===== src/rtl/hpq_pkg.sv =====
// Shared constants, types and microcode field codes for the max-heap priority queue.
// No dependencies; every other file refers to this package by scoped names.
package hpq_pkg;

	localparam int unsigned DEPTH  = 1024;
	localparam int unsigned ADDR_W = $clog2(DEPTH);
	localparam int unsigned CNT_W  = ADDR_W + 1;
	localparam int unsigned DATA_W = 32;
	localparam int unsigned UPC_W  = 4;

	// request action codes
	localparam logic OP_PUSH = 1'b0;
	localparam logic OP_POP  = 1'b1;

	typedef logic [UPC_W-1:0]  upc_t;
	typedef logic [CNT_W-1:0]  cnt_t;
	typedef logic [DATA_W-1:0] data_t;

	typedef enum logic [1:0] {
		ST_OK    = 2'd0,
		ST_FULL  = 2'd1,
		ST_EMPTY = 2'd2
	} status_t;

	// read port source
	typedef enum logic [2:0] {
		RD_NONE,
		RD_PARENT,
		RD_LEFT,
		RD_RIGHT,
		RD_ROOT,
		RD_LAST
	} rd_t;

	// datapath register/write action
	typedef enum logic [3:0] {
		ACT_NONE,
		ACT_LATCH,
		ACT_PUSH_INIT,
		ACT_MOVE_UP,
		ACT_PUT_VAL,
		ACT_TAKE_TOP,
		ACT_POP_INIT,
		ACT_KEEP_LEFT,
		ACT_MOVE_DOWN,
		ACT_SET_FULL,
		ACT_SET_EMPTY,
		ACT_OUT
	} act_t;

	// jump conditions
	typedef enum logic [3:0] {
		C_NEVER,
		C_NO_IN,
		C_POP,
		C_FULL,
		C_AT_ROOT,
		C_NOT_LESS,
		C_EMPTY,
		C_NO_CHILD,
		C_NOT_LESS_CHILD,
		C_OUT_BUSY
	} cond_t;

	typedef struct packed {
		rd_t   rd;
		act_t  act;
		logic  gated;   // action only when the jump is not taken
		cond_t cond;
		upc_t  target;
		upc_t  nxt;
	} ucode_t;

	typedef struct packed {
		rd_t  rd;
		act_t act;
	} ctl_t;

	typedef struct packed {
		logic pop;
		logic full;
		logic at_root;
		logic not_less;
		logic empty;
		logic no_child;
		logic not_less_child;
		logic out_busy;
	} flags_t;

	// program addresses
	localparam upc_t S_WAIT      = 4'd0;
	localparam upc_t S_DISPATCH  = 4'd1;
	localparam upc_t S_PUSH      = 4'd2;
	localparam upc_t S_PUSH_INIT = 4'd3;
	localparam upc_t S_UP_RD     = 4'd4;
	localparam upc_t S_UP_CMP    = 4'd5;
	localparam upc_t S_PUT       = 4'd6;
	localparam upc_t S_POP       = 4'd7;
	localparam upc_t S_POP_LAST  = 4'd8;
	localparam upc_t S_POP_INIT  = 4'd9;
	localparam upc_t S_DN_RD     = 4'd10;
	localparam upc_t S_DN_RIGHT  = 4'd11;
	localparam upc_t S_DN_CMP    = 4'd12;
	localparam upc_t S_FULL      = 4'd13;
	localparam upc_t S_EMPTY     = 4'd14;
	localparam upc_t S_FIN       = 4'd15;

endpackage


===== src/rtl/hpq_seq.sv =====
// Microcode sequencer: step counter, program ROM and jump condition select.
// Depends on hpq_pkg; drives the datapath in hpq_dp.
module hpq_seq (
	input  logic            clk,
	input  logic            arst_n,
	input  logic            fire,
	input  hpq_pkg::flags_t flags,
	output hpq_pkg::ctl_t   ctl,
	output logic            in_ready
);

	hpq_pkg::upc_t   upc_q;
	hpq_pkg::upc_t   upc_d;
	hpq_pkg::ucode_t uw;
	logic            hit;

	function automatic hpq_pkg::ucode_t mk(hpq_pkg::rd_t rd, hpq_pkg::act_t act, logic gated,
			hpq_pkg::cond_t cond, hpq_pkg::upc_t target, hpq_pkg::upc_t nxt);
		hpq_pkg::ucode_t w;
		w.rd     = rd;
		w.act    = act;
		w.gated  = gated;
		w.cond   = cond;
		w.target = target;
		w.nxt    = nxt;
		return w;
	endfunction

	function automatic hpq_pkg::ucode_t rom(hpq_pkg::upc_t a);
		hpq_pkg::ucode_t w;
		unique case (a)
			hpq_pkg::S_WAIT:      w = mk(hpq_pkg::RD_NONE, hpq_pkg::ACT_LATCH, 1'b1,
				hpq_pkg::C_NO_IN, hpq_pkg::S_WAIT, hpq_pkg::S_DISPATCH);
			hpq_pkg::S_DISPATCH:  w = mk(hpq_pkg::RD_NONE, hpq_pkg::ACT_NONE, 1'b0,
				hpq_pkg::C_POP, hpq_pkg::S_POP, hpq_pkg::S_PUSH);
			hpq_pkg::S_PUSH:      w = mk(hpq_pkg::RD_NONE, hpq_pkg::ACT_NONE, 1'b0,
				hpq_pkg::C_FULL, hpq_pkg::S_FULL, hpq_pkg::S_PUSH_INIT);
			hpq_pkg::S_PUSH_INIT: w = mk(hpq_pkg::RD_NONE, hpq_pkg::ACT_PUSH_INIT, 1'b0,
				hpq_pkg::C_NEVER, hpq_pkg::S_WAIT, hpq_pkg::S_UP_RD);
			hpq_pkg::S_UP_RD:     w = mk(hpq_pkg::RD_PARENT, hpq_pkg::ACT_NONE, 1'b0,
				hpq_pkg::C_AT_ROOT, hpq_pkg::S_PUT, hpq_pkg::S_UP_CMP);
			hpq_pkg::S_UP_CMP:    w = mk(hpq_pkg::RD_NONE, hpq_pkg::ACT_MOVE_UP, 1'b1,
				hpq_pkg::C_NOT_LESS, hpq_pkg::S_PUT, hpq_pkg::S_UP_RD);
			hpq_pkg::S_PUT:       w = mk(hpq_pkg::RD_NONE, hpq_pkg::ACT_PUT_VAL, 1'b0,
				hpq_pkg::C_NEVER, hpq_pkg::S_WAIT, hpq_pkg::S_FIN);
			hpq_pkg::S_POP:       w = mk(hpq_pkg::RD_ROOT, hpq_pkg::ACT_NONE, 1'b0,
				hpq_pkg::C_EMPTY, hpq_pkg::S_EMPTY, hpq_pkg::S_POP_LAST);
			hpq_pkg::S_POP_LAST:  w = mk(hpq_pkg::RD_LAST, hpq_pkg::ACT_TAKE_TOP, 1'b0,
				hpq_pkg::C_NEVER, hpq_pkg::S_WAIT, hpq_pkg::S_POP_INIT);
			hpq_pkg::S_POP_INIT:  w = mk(hpq_pkg::RD_NONE, hpq_pkg::ACT_POP_INIT, 1'b0,
				hpq_pkg::C_NEVER, hpq_pkg::S_WAIT, hpq_pkg::S_DN_RD);
			hpq_pkg::S_DN_RD:     w = mk(hpq_pkg::RD_LEFT, hpq_pkg::ACT_NONE, 1'b0,
				hpq_pkg::C_NO_CHILD, hpq_pkg::S_PUT, hpq_pkg::S_DN_RIGHT);
			hpq_pkg::S_DN_RIGHT:  w = mk(hpq_pkg::RD_RIGHT, hpq_pkg::ACT_KEEP_LEFT, 1'b0,
				hpq_pkg::C_NEVER, hpq_pkg::S_WAIT, hpq_pkg::S_DN_CMP);
			hpq_pkg::S_DN_CMP:    w = mk(hpq_pkg::RD_NONE, hpq_pkg::ACT_MOVE_DOWN, 1'b1,
				hpq_pkg::C_NOT_LESS_CHILD, hpq_pkg::S_PUT, hpq_pkg::S_DN_RD);
			hpq_pkg::S_FULL:      w = mk(hpq_pkg::RD_NONE, hpq_pkg::ACT_SET_FULL, 1'b0,
				hpq_pkg::C_NEVER, hpq_pkg::S_WAIT, hpq_pkg::S_FIN);
			hpq_pkg::S_EMPTY:     w = mk(hpq_pkg::RD_NONE, hpq_pkg::ACT_SET_EMPTY, 1'b0,
				hpq_pkg::C_NEVER, hpq_pkg::S_WAIT, hpq_pkg::S_FIN);
			hpq_pkg::S_FIN:       w = mk(hpq_pkg::RD_NONE, hpq_pkg::ACT_OUT, 1'b1,
				hpq_pkg::C_OUT_BUSY, hpq_pkg::S_FIN, hpq_pkg::S_WAIT);
			default:              w = mk(hpq_pkg::RD_NONE, hpq_pkg::ACT_NONE, 1'b0,
				hpq_pkg::C_NEVER, hpq_pkg::S_WAIT, hpq_pkg::S_WAIT);
		endcase
		return w;
	endfunction

	always_ff @(posedge clk or negedge arst_n) begin
		if (!arst_n) begin
			upc_q <= hpq_pkg::S_WAIT;
		end else begin
			upc_q <= upc_d;
		end
	end

	always_comb begin
		uw = rom(upc_q);
		unique case (uw.cond)
			hpq_pkg::C_NEVER:          hit = 1'b0;
			hpq_pkg::C_NO_IN:          hit = !fire;
			hpq_pkg::C_POP:            hit = flags.pop;
			hpq_pkg::C_FULL:           hit = flags.full;
			hpq_pkg::C_AT_ROOT:        hit = flags.at_root;
			hpq_pkg::C_NOT_LESS:       hit = flags.not_less;
			hpq_pkg::C_EMPTY:          hit = flags.empty;
			hpq_pkg::C_NO_CHILD:       hit = flags.no_child;
			hpq_pkg::C_NOT_LESS_CHILD: hit = flags.not_less_child;
			hpq_pkg::C_OUT_BUSY:       hit = flags.out_busy;
			default:                   hit = 1'b0;
		endcase
		upc_d   = hit ? uw.target : uw.nxt;
		ctl.rd  = uw.rd;
		ctl.act = (uw.gated && hit) ? hpq_pkg::ACT_NONE : uw.act;
	end

	assign in_ready = (upc_q == hpq_pkg::S_WAIT);

endmodule


===== config.mk =====
export PLATFORM = sky130hd
export DESIGN_NAME = hpq_seq
export DESIGN_NICKNAME = d
export VERILOG_FILES = /design/src/rtl/hpq_pkg.sv /design/src/rtl/hpq_seq.sv
export SDC_FILE = /design/constraint.sdc
export NUM_CORES = 1
export LEC_CHECK = 0
export BUFFER_PORTS_ARGS = -buffer_cell sky130_fd_sc_hd__buf_2
export CELL_PAD_IN_SITES_DETAIL_PLACEMENT = 0
export CELL_PAD_IN_SITES_GLOBAL_PLACEMENT = 1
export CORE_UTILIZATION = 40
export CTS_CLUSTER_SIZE = 24
export DETAILED_ROUTE_END_ITERATION = 16
export GPL_TIMING_DRIVEN = 0
export PLACE_DENSITY = 0.9
export SYNTH_ARGS = -nofsm -noshare
export SYNTH_HDL_FRONTEND = slang
export SYNTH_SLANG_ARGS = --single-unit
export TNS_END_PERCENT = 10

===== constraint.sdc =====
create_clock -name clk -period 4.06 [get_ports clk]
set_input_delay 0.203 -clock clk [delete_from_list [all_inputs] [get_ports clk]]
set_output_delay 0.203 -clock clk [all_outputs]
set_load 0.01 [all_outputs]

======== Yosys cells after proc, flatten, opt, wreduce, memory -nomap -nowiden ========
Memories as Yosys holds them, arrays and structs flattened.
Cells that the tools add are included.
storage, ports and cells
  register bits ........................... 4
  memory bits (read-only) ................. 320
  memories kept ........................... 1
cells by class
  eq/ne operators ......................... 9
  muxes and demuxes ....................... 3
  reduce and logical (&&, ||, !) cells .... 3
memories
  memory           depth  width  rd ports  clocked after Yosys merged registers in  wr ports  RTL line       text
  (no name shown)  16     20     1         0                                        0         hpq_seq.sv:31  unique case (a)
operators by type and width
  cell                                           number
  == test 4 x 3 -> 1 bit, second input constant  4
  case mux 1 bit (9 select lines)                1
  == test 4 x 2 -> 1 bit, second input constant  2
  == test 4 bit, second input constant           2
  two-way mux 4 bit                              2
  == test 4 x 1 -> 1 bit, second input constant  1
  logical NOT 4 bit                              1
  logical AND 1 bit                              1
  logical NOT 1 bit                              1

======== Longest topological paths before layout ========
An unclocked memory read counts as a cell.
  depth in word-level cells ............... 5
  mapped depth ............................ 9
  gate-level depth less buffers ........... 8

======== Worst setup path before layout ========
Ideal clock, no wire load.
  path kind ............................... register to output
  from .................................... register upc_q[0]
  to ...................................... output ctl[0] (netlist name)
  data arrival time ....................... 2.380 ns
  required time ........................... 3.857 ns
  slack ................................... 1.477 ns
  cell stages (with the launch flop) ...... 10
  cells stage by stage .................... dfrtp_1 > inv_1 > ha_1 > clkbuf_1 > mux2i_1 > o22ai_1 > mux2i_1 > o31ai_1 > or4_1 > o211ai_2
RTL lines
  element                 RTL line       text
  from (decl)             hpq_seq.sv:12  hpq_pkg::upc_t upc_q;
  from (signal assigned)  hpq_seq.sv:72  upc_q <= hpq_pkg::S_WAIT;
  from (signal assigned)  hpq_seq.sv:74  upc_q <= upc_d;
  to (decl)               hpq_seq.sv:8   output hpq_pkg::ctl_t ctl,

==> results.sh <==
export IMPL_reg_top3="upc_q: 4 flops"
export IMPL_layout_nets=134
export IMPL_syn_area_um2=739
export IMPL_final_layout_size_suffix_gt1_share_pct=28.1
export IMPL_io_buffers=18
export IMPL_synth_area_leader_cell="dfrtp_1"
export IMPL_yosysTopAreaCellShare_pct=13.5
export IMPL_crit_path_top_delay_cell="or4_1"
export IMPL_seq_area_frac_synth_pct=13.5
export IMPL_maxSlewViolCount=0
export IMPL_finClkSkew_ps=0.145
export IMPL_cts_root_buf="clkbuf_4"
export IMPL_crit_start="upc_q[0]$_DFF_PN0_"
export IMPL_cts_tree="built"
export IMPL_ant_nets=0
export IMPL_largest_reg_flops=4
export IMPL_crit_type="register to primary output"
export IMPL_clock_path_buffers=2
export IMPL_drcViolationCount=0
export IMPL_avgSynthCellArea_um2=8.04
export IMPL_worst_r2r_endpoint="upc_q[3]$_DFF_PN0_"
export IMPL_critical_path_endpoint="ctl[0]"
export IMPL_r2r_start="upc_q[0]$_DFF_PN0_"
export IMPL_track_usage_pct=21.2
export IMPL_critPathCaptureType="primary output"
export IMPL_status="finished, final reports clean"
export IMPL_crit_top_cell="mux2i_1"
export IMPL_wl_per_cell_um=13.6
export IMPL_fin_crit_sh_pct=82.0
export IMPL_antenna_found_initial=0
export IMPL_synth_most_common_cell="nor2_1"
export IMPL_grt_ovfl_total=0
export IMPL_antennaDiodeCount=0
export IMPL_max_cap_violations=0
export IMPL_maxSlewHeadroom_pct=58.1
export IMPL_path_max_fanout=10
export IMPL_cp_data_arrival_time_ps=3130
export IMPL_synth_main_ff_cell="dfrtp_1"
export IMPL_cts_made_buffers=3
export IMPL_synthCells=92
export IMPL_hold_path_class="input port to async pin"
export IMPL_async_flop_share_pct=100
export IMPL_synth_common_cells="9 x nor2_1, 8 x mux2i_1, 7 x ha_1, 7 x inv_1, 6 x o21ai_0"
export IMPL_clk_pin_slew_ps=30
export IMPL_finalHoldViolations=0
export IMPL_fmaxAchievable_ghz=0.300
export IMPL_syn_nets=110
export IMPL_slowest_delay_ps=550
export IMPL_critPathRequiredTime_ps=3860
export IMPL_crit_buf_inv=3
export IMPL_fin_crit_ps=3330
export IMPL_grt_max_degree=11
export IMPL_setup_viol=0
export IMPL_dp_hpwl_um=1450
export IMPL_reg2reg_slack_ps=1210
export IMPL_ys_ff_latch=4
export IMPL_grt_pass1_wl_um=3130
export IMPL_tns_ps=0
export IMPL_die_w_um=45.0
export IMPL_wl_um=1890
export IMPL_area_growth_pct=20.8
export IMPL_gp_congestion=0.830
export IMPL_synth_warning_count=0
export IMPL_synth_edff_count=0
export IMPL_synth_area_leaders="dfrtp_1 14%, ha_1 12%, mux2i_1 11%"
export IMPL_cts_setup_buffers=0
export IMPL_cts_sinks=4
export IMPL_r2r_worst_path_cells=9
export IMPL_chipHeight_um=45.0
export IMPL_pin_count=19
export IMPL_vias_per_cell=5.58
export IMPL_drt_pass1_iter_count=5
export IMPL_cp_start_kind="register"
export IMPL_vias=776
export IMPL_largest_register="upc_q"
export IMPL_synthDistinctLibCells=39
export IMPL_cp_depth=10
export IMPL_rows=15
export IMPL_cp_top_family="buffers and inverters"
export IMPL_worstPathCellList="inv_1 -> ha_1 -> clkbuf_1 -> mux2i_1 -> o22ai_1 -> mux2i_1 -> o31ai_1 -> or4_1 -> o211ai_2 -> buf_2"
export IMPL_clkLatencyLatePin_ps=230
export IMPL_grt_pass1_vias=698
export IMPL_drtIter0Drc=10
export IMPL_die_area_um2=2020
export IMPL_initial_core_util_pct=42.8
export IMPL_rsz0062_at_grt="no"
export IMPL_core_area_um2=1730
export IMPL_tightest_slew_ps=623
export IMPL_htree_levels=1
## per-stage QoR
stage / cell area (um^2) / util (%) / setup WS, ps / hold slack (ps) / cells
2_1_floorplan: 739 / - / 1480 / -92.6 / 92
3_3_place_gp: 861 / 49.9 / 977 / 6.38 / 135
3_5_place_dp: 861 / 49.9 / 985 / 7.84 / 135
4_1_cts: 893 / 51.7 / 733 / 290 / 139
5_1_grt: 893 / 51.7 / 489 / 302 / 139
6_report: 893 / 51.7 / 729 / 305 / 139
## layout make-up
type,instances,area [um^2]
Timing Repair Buffer,19,100
Fill cell,173,833
Sequential cell,4,100
Multi-Input combinational cell,76,586
Inverter,7,26.3
Buffer,5,27.5
Clock buffer,3,22.5
Tap cell,25,31.3
## cell families after synthesis
kind of cell               count (synthesis)  share of synthesized area (%)
muxes                                     13                           21.5
DFF                                        4                           13.5
AOI/OAI and AO/OA                         29                           27.8
and+or+nand+nor                           27                           18.1
buffers and inverters                     12                           7.28
adders and majority gates                  7                           11.8
## timing repair
item / CTS / global route
resized for setup: 0 / 0
hold buffers: 1 / 0
endpoints found under the hold margin: 4 / 0
## layer usage
| layer | vias to the layer above | global-route usage [%] | wire length [um] |
|---|---|---|---|
| li1 | 391 | - | - |
| met1 | 360 | 27.7 | 836 |
| met2 | 23 | 34.5 | 950 |
| met3 | 2 | 2.00 | 85 |
| met4 | 0 | 10.9 | 19 |
| met5 | - | 0 | 0 |
## worst min-delay path by stage
| stage | end | depth (start not counted) |
|---|---|---|
| floorplan | upc_q[0]$_DFF_PN0_ | 0 |
| global placement | upc_q[3]$_DFF_PN0_ | 1 |
| detailed placement | upc_q[3]$_DFF_PN0_ | 1 |
| CTS | upc_q[2]$_DFF_PN0_ | 2 |
| global route | upc_q[2]$_DFF_PN0_ | 2 |
| finish | upc_q[3]$_DFF_PN0_ | 2 |
## layout by cell type, fill, tap and decap left out, types with 2 or more instances in the layout
cell type | Yosys | layout
nor3_1 | 2 | 2
clkbuf_4 | 0 | 3
mux4_2 | 2 | 2
inv_1 | 7 | 7
ha_1 | 7 | 7
mux2i_1 | 8 | 8
buf_2 | 1 | 19
nand4_1 | 2 | 2
o21ai_0 | 6 | 6
mux2_2 | 3 | 3
clkbuf_1 | 2 | 2
nand2b_1 | 2 | 2
o211ai_1 | 2 | 2
nor2_1 | 9 | 9
a21o_1 | 2 | 2
dfrtp_1 | 4 | 4
a21oi_1 | 5 | 5
or4_1 | 2 | 2
nand2_1 | 5 | 5
Power is not shown: default switching activity piles up to over one toggle a cycle in this logic, so the estimate is an artifact.
